$ cat config.mk
export PLATFORM = sky130hd
export DESIGN_NAME = bbr_mean
export DESIGN_NICKNAME = d
export VERILOG_FILES = /design/src/rtl/bbr_pkg.sv /design/src/rtl/bbr_mean.sv
export SDC_FILE = /design/constraint.sdc
export NUM_CORES = 2
export LEC_CHECK = 0
export BUFFER_PORTS_ARGS = -buffer_cell sky130_fd_sc_hd__buf_2
export CORE_MARGIN = 5
export CORE_UTILIZATION = 67
export CTS_CLUSTER_DIAMETER = 40
export DETAILED_ROUTE_END_ITERATION = 8
export PLACE_DENSITY = 0.95
export SYNTH_ARGS = -nofsm -noshare
export SYNTH_HDL_FRONTEND = slang
export SYNTH_SLANG_ARGS = --single-unit
$ cat constraint.sdc
create_clock -name i_clk -period 14.5 [get_ports i_clk]
set_clock_uncertainty 0.15 [all_clocks]
set_input_delay 2.175 -clock i_clk [delete_from_list [all_inputs] [get_ports i_clk]]
set_output_delay 2.175 -clock i_clk [all_outputs]
set_load 0.01 [all_outputs]
$ cat src/rtl/bbr_pkg.sv
// Shared types and constants for the 3x3 box blur with border renormalization.
// Holds configuration codes, reset values, reciprocal constants and the job record.
// No dependencies.
`timescale 1ns / 1ps

package bbr_pkg;

    // Default module parameters.
    localparam int DEF_MAX_WIDTH    = 1024;
    localparam int DEF_CHANNEL_BITS = 16;

    // Pixel layout: four channels, each carried in 16 port bits.
    localparam int NUM_CH       = 4;
    localparam int PORT_CH_BITS = 16;
    localparam int PORT_PIX_W   = NUM_CH * PORT_CH_BITS;

    // Window geometry.
    localparam int WIN_COLS = 3;
    localparam int WIN_ROWS = 3;

    // Configuration port.
    localparam int CFG_IDX_W  = 2;
    localparam int CFG_DATA_W = 16;
    localparam int IMG_W_BITS = 11;
    localparam int IMG_H_BITS = 16;

    typedef enum logic [CFG_IDX_W-1:0] {
        CFG_IMAGE_WIDTH  = 2'd0,
        CFG_IMAGE_HEIGHT = 2'd1
    } t_cfg_index;

    localparam logic [IMG_W_BITS-1:0] RESET_WIDTH  = 11'd640;
    localparam logic [IMG_H_BITS-1:0] RESET_HEIGHT = 16'd480;

    // Division by the window count as a multiply by ceil(2^23 / count).
    // Exact for every dividend below 2^20, which covers 16-bit channels.
    localparam int RECIP_SHIFT = 23;
    localparam int RECIP_W     = 22;
    localparam logic [RECIP_W-1:0] RECIP_9 = 22'd932068;
    localparam logic [RECIP_W-1:0] RECIP_6 = 22'd1398102;
    localparam logic [RECIP_W-1:0] RECIP_4 = 22'd2097152;

    // One mean to compute: which border row and column take part, and its flags.
    typedef struct packed {
        logic use_row0;
        logic use_col0;
        logic eof;
        logic last;
    } t_job;

endpackage

$ cat src/rtl/bbr_mean.sv
// Window mean unit: sums the selected pixels of the 3x3 window and divides by the count.
// Two registered stages (sum, reciprocal multiply) with a ready chain. Uses bbr_pkg.
`timescale 1ns / 1ps

module bbr_mean #(
    parameter int CHANNEL_BITS = bbr_pkg::DEF_CHANNEL_BITS
) (
    input  logic                                    i_clk,
    input  logic                                    i_rst_n,
    input  logic                                    i_valid,
    output logic                                    o_ready,
    input  logic [bbr_pkg::NUM_CH*CHANNEL_BITS-1:0] i_win [bbr_pkg::WIN_COLS][bbr_pkg::WIN_ROWS],
    input  bbr_pkg::t_job                           i_job,
    output logic                                    o_valid,
    input  logic                                    i_ready,
    output logic [bbr_pkg::NUM_CH*CHANNEL_BITS-1:0] o_data,
    output logic                                    o_eof,
    output logic                                    o_last
);

    localparam int NCH      = bbr_pkg::NUM_CH;
    localparam int PIX_W    = NCH * CHANNEL_BITS;
    localparam int COLSUM_W = CHANNEL_BITS + 2;
    localparam int SUM_W    = CHANNEL_BITS + 4;
    localparam int PROD_W   = SUM_W + bbr_pkg::RECIP_W;

    logic [COLSUM_W-1:0]         col_sum [NCH][bbr_pkg::WIN_COLS];
    logic [SUM_W-1:0]            win_sum [NCH];
    logic [2:0]                  half;
    logic [bbr_pkg::RECIP_W-1:0] recip;
    logic [PROD_W-1:0]           prod    [NCH];
    logic [PIX_W-1:0]            quot;

    logic             r_d_valid;
    logic [SUM_W-1:0] r_d_sum [NCH];
    logic             r_d_row0;
    logic             r_d_col0;
    logic             r_d_eof;
    logic             r_d_last;

    logic             r_e_valid;
    logic [PIX_W-1:0] r_e_data;
    logic             r_e_eof;
    logic             r_e_last;

    logic e_free;
    logic d_adv;

    // Ready chain through the two stages.
    assign e_free  = !r_e_valid || i_ready;
    assign d_adv   = r_d_valid && e_free;
    assign o_ready = !r_d_valid || d_adv;

    // Half the count, for rounding to nearest.
    always_comb begin
        case ({i_job.use_row0, i_job.use_col0})
            2'b11:        half = 3'd4;
            2'b10, 2'b01: half = 3'd3;
            default:      half = 3'd2;
        endcase
    end

    // Column sums first, then the window total with the rounding term.
    always_comb begin
        for (int k = 0; k < NCH; k++) begin
            for (int col = 0; col < bbr_pkg::WIN_COLS; col++) begin
                col_sum[k][col] = '0;
                for (int row = 0; row < bbr_pkg::WIN_ROWS; row++) begin
                    if ((row != 0 || i_job.use_row0) && (col != 0 || i_job.use_col0)) begin
                        col_sum[k][col] = col_sum[k][col]
                            + COLSUM_W'(i_win[col][row][k*CHANNEL_BITS +: CHANNEL_BITS]);
                    end
                end
            end
            win_sum[k] = SUM_W'(col_sum[k][0]) + SUM_W'(col_sum[k][1])
                       + SUM_W'(col_sum[k][2]) + SUM_W'(half);
        end
    end

    // Reciprocal of the count: 9 in the interior, 6 on an edge, 4 in a corner.
    always_comb begin
        case ({r_d_row0, r_d_col0})
            2'b11:        recip = bbr_pkg::RECIP_9;
            2'b10, 2'b01: recip = bbr_pkg::RECIP_6;
            default:      recip = bbr_pkg::RECIP_4;
        endcase
    end

    // One multiplier per channel; the quotient is the high part of the product.
    always_comb begin
        for (int k = 0; k < NCH; k++) begin
            prod[k] = PROD_W'(r_d_sum[k]) * PROD_W'(recip);
            quot[k*CHANNEL_BITS +: CHANNEL_BITS] = prod[k][bbr_pkg::RECIP_SHIFT +: CHANNEL_BITS];
        end
    end

    // Stage valid flags.
    always_ff @(posedge i_clk) begin
        if (!i_rst_n) begin
            r_d_valid <= 1'b0;
            r_e_valid <= 1'b0;
        end else begin
            if (o_ready) begin
                r_d_valid <= i_valid;
            end
            if (e_free) begin
                r_e_valid <= r_d_valid;
            end
        end
    end

    // Stage payload.
    always_ff @(posedge i_clk) begin
        if (i_valid && o_ready) begin
            r_d_sum  <= win_sum;
            r_d_row0 <= i_job.use_row0;
            r_d_col0 <= i_job.use_col0;
            r_d_eof  <= i_job.eof;
            r_d_last <= i_job.last;
        end
        if (d_adv) begin
            r_e_data <= quot;
            r_e_eof  <= r_d_eof;
            r_e_last <= r_d_last;
        end
    end

    assign o_valid = r_e_valid;
    assign o_data  = r_e_data;
    assign o_eof   = r_e_eof;
    assign o_last  = r_e_last;

endmodule

==> out/results.tsv <==
metric	value	unit
wl_per_cell	21.9	um
holdWs	274	ps
clk_pin_slew	80	ps
antenna_found_initial	33	
crit_start	i_job[3]	
fin_cells	7878	
wl	173	mm
yosysSeqAreaShare	7.77	%
synth_enable_flop_cells	150	
nets	9364	
worstMarginPinSlew	950	ps
place_congestion	1.06	
tns	0	ps
portBuffers	651	
synthCells	6106	
dpl.hpwl	155	mm
grt_pass1_wl	268	mm
clock_sinks	152	
drcViolationCount	0	
hold_buffers	0	
crit_end	r_d_sum[78]$_DFFE_PP_	
synth_area_per_cell	9.58	um2
core_area	86800	um2
post_drt_via_cell_ratio	5.66	
row_count	108	
area_delta_synth_final	8.69	%
cts-resized-gates	0	
final_layout_size_suffix_gt1_share	11.2	%
die_w	305	um
ys_ff_latch	152	
drv_cap	0	
grtUsageTotal	37.4	%
ios	652	
path_class	in -> reg	
final_antenna_net_count	0	
r2r_slack	5210	ps
finalSetupViolCount	0	
overflow	0	
clockBufferDepth	2	
slew_headroom	36.0	%
clk_latency	530	ps
cts_root_buf	clkbuf_16	
startpoint_type	input pin	
crit_path_top_delay_cell	ha_4	
final_common_cell	inv_1	
worst_setup_path_end_kind	flop	
dieArea	93300	um2
status	finished, final reports clean	
r2r-end	o_data[63]$_DFFE_PP_	
final.period_utilization	71.2	%
grt_max_degree	82	
worst_ep_arrival_time	10450	ps
drt_iter0_drc	3142	
htree_levels	4	
reg2reg_depth	27	
synth_nets	8775	
synthArstFlopShare	0	%
min_period	10320	ps
dp.cells	7831	
postCtsSetupBuffers	0	
synth_ff_type	edfxtp_1	
die_h	305	um
cpPeakStageDelay	690	ps
hp-class	reg -> reg	
r2r_start	r_d_row0$_DFFE_PP_	
cts_tree	yes	
cp_data_required_time	14630	ps
firstDrtPassIters	5	
rsz0062_at_grt	false	
netlist_area	58500	um2
max_freq	96.9	MHz
slew_viol_final	0	
synthDistinctLibCells	93	
mostFrequentLayoutCells	inv_1 (1,717), fa_1 (1,166), ha_1 (916)	
final-hold-violation-count	0	
via_count	44600	
cp_common_cell	o21ai_0	
cp_max_fo	51	
yosysWarnings	0	
grt_pass1_vias	49400	
start_util	67.4	%
post-route-util	73.3	%
cts_buffers	17	
nFillCells	6292	
## metrics by stage
stage	cell area, um2	setup WS, ps
after floorplan	58500	4490
after global placement	63000	3910
after detailed placement	63000	3740
after CTS	63500	4270
after global routing	63500	3540
final	63600	4180
## metal layers
layer | vias up | track usage (%) | routed length, um
li1 | 20000 | - | -
met1 | 22000 | 44.7 | 62800
met2 | 2058 | 63.8 | 83500
met3 | 537 | 8.95 | 15500
met4 | 30 | 18.5 | 10600
met5 | - | 0 | 217
## sequential cells by signal, indices dropped and copies added (netlist names)
signal / count
o_data: 64
o_eof: 1
o_last: 1
o_valid: 1
r_d_col0: 1
r_d_eof: 1
r_d_last: 1
r_d_row0: 1
r_d_sum: 80
r_d_valid: 1
## critical path, delay by kind of cell
family / cells / cell delay [ps]
xor gates and xnor gates: 2 / 330
and+or+nand+nor: 6 / 1010
buffers and inverters: 5 / 1150
muxes: 1 / 250
adders and majority gates: 7 / 2850
AOI/OAI and AO/OA: 11 / 2650
## final cells by class
class	count	area (um2)	share of cell area, %
Multi-Input combinational cell	4142	47200	74.2
Inverter	1719	6450	10.2
Sequential cell	152	4540	7.15
Timing Repair Buffer	663	3360	5.28
Tap cell	1155	1450	2.27
Clock buffer	17	425	0.669
Clock inverter	15	143	0.224
Antenna cell	15	37.5	0.0591
## logic make-up (layout without fill, tap and decap cells)
family | Yosys count | after routing | synth area share, %
flops | 152 | 152 | 7.77
fa+ha+maj | 2089 | 2089 | 59.7
other cells | 0 | 15 | 0
mux | 10 | 10 | 0.180
simple gates | 1122 | 1122 | 9.50
xor+xnor | 241 | 241 | 3.61
compound gates | 680 | 680 | 7.63
buf+inv | 1812 | 2414 | 11.7
## how the worst min path moves through the flow
| stage | start | to | slack, ps | cells after the start |
|---|---|---|---|---|
| after floorplan | r_d_eof$_DFFE_PP_ | o_eof$_DFFE_PP_ | 250 | 0 |
| after global routing | r_d_eof$_DFFE_PP_ | o_eof$_DFFE_PP_ | 290 | 0 |
| after global placement | r_d_last$_DFFE_PP_ | o_last$_DFFE_PP_ | 250 | 0 |
| final | r_d_eof$_DFFE_PP_ | o_eof$_DFFE_PP_ | 270 | 0 |
| after CTS | r_d_eof$_DFFE_PP_ | o_eof$_DFFE_PP_ | 280 | 0 |
| after detailed placement | r_d_eof$_DFFE_PP_ | o_eof$_DFFE_PP_ | 260 | 0 |
## cell usage after synthesis, drive strengths merged, types with 4 or more instances
master   count  area (um2)
or3         24         150
or2         12        75.1
nand2b      61         389
inv       1719        6450
o211ai      13        97.6
o21a        40         300
a211o        9        78.8
o2bb2ai      4        35.0
a211oi      24         180
nand3       59         295
edfxtp     150        4500
o21ai      163         823
buf          9        46.3
a41oi        5        51.3
o22ai        5        31.3
a21oi      176         885
nand3b       8        60.1
nor3        54         270
xnor2      177        1550
clkbuf      84         315
xor2        64         561
maj3         4        40.0
o31ai       12         100
mux2         4        45.0
and3        42         264
nand4       17         106
nor2       171         642
a22o         4        35.0
o311ai       5        43.8
a31o        11        96.3
mux2i        6        60.1
a41o         4        40.0
o21bai      28         214
a21boi      12        90.1
o41ai        7        95.1
nand2      379        1420
a21o        94         706
nor2b       68         425
and2       211        1320
fa        1166       23300
a31oi       22         144
o211a        4        47.6
ha         919       11500
Power is not shown: default switching activity piles up to over one toggle a cycle in this logic, so the estimate is an artifact.
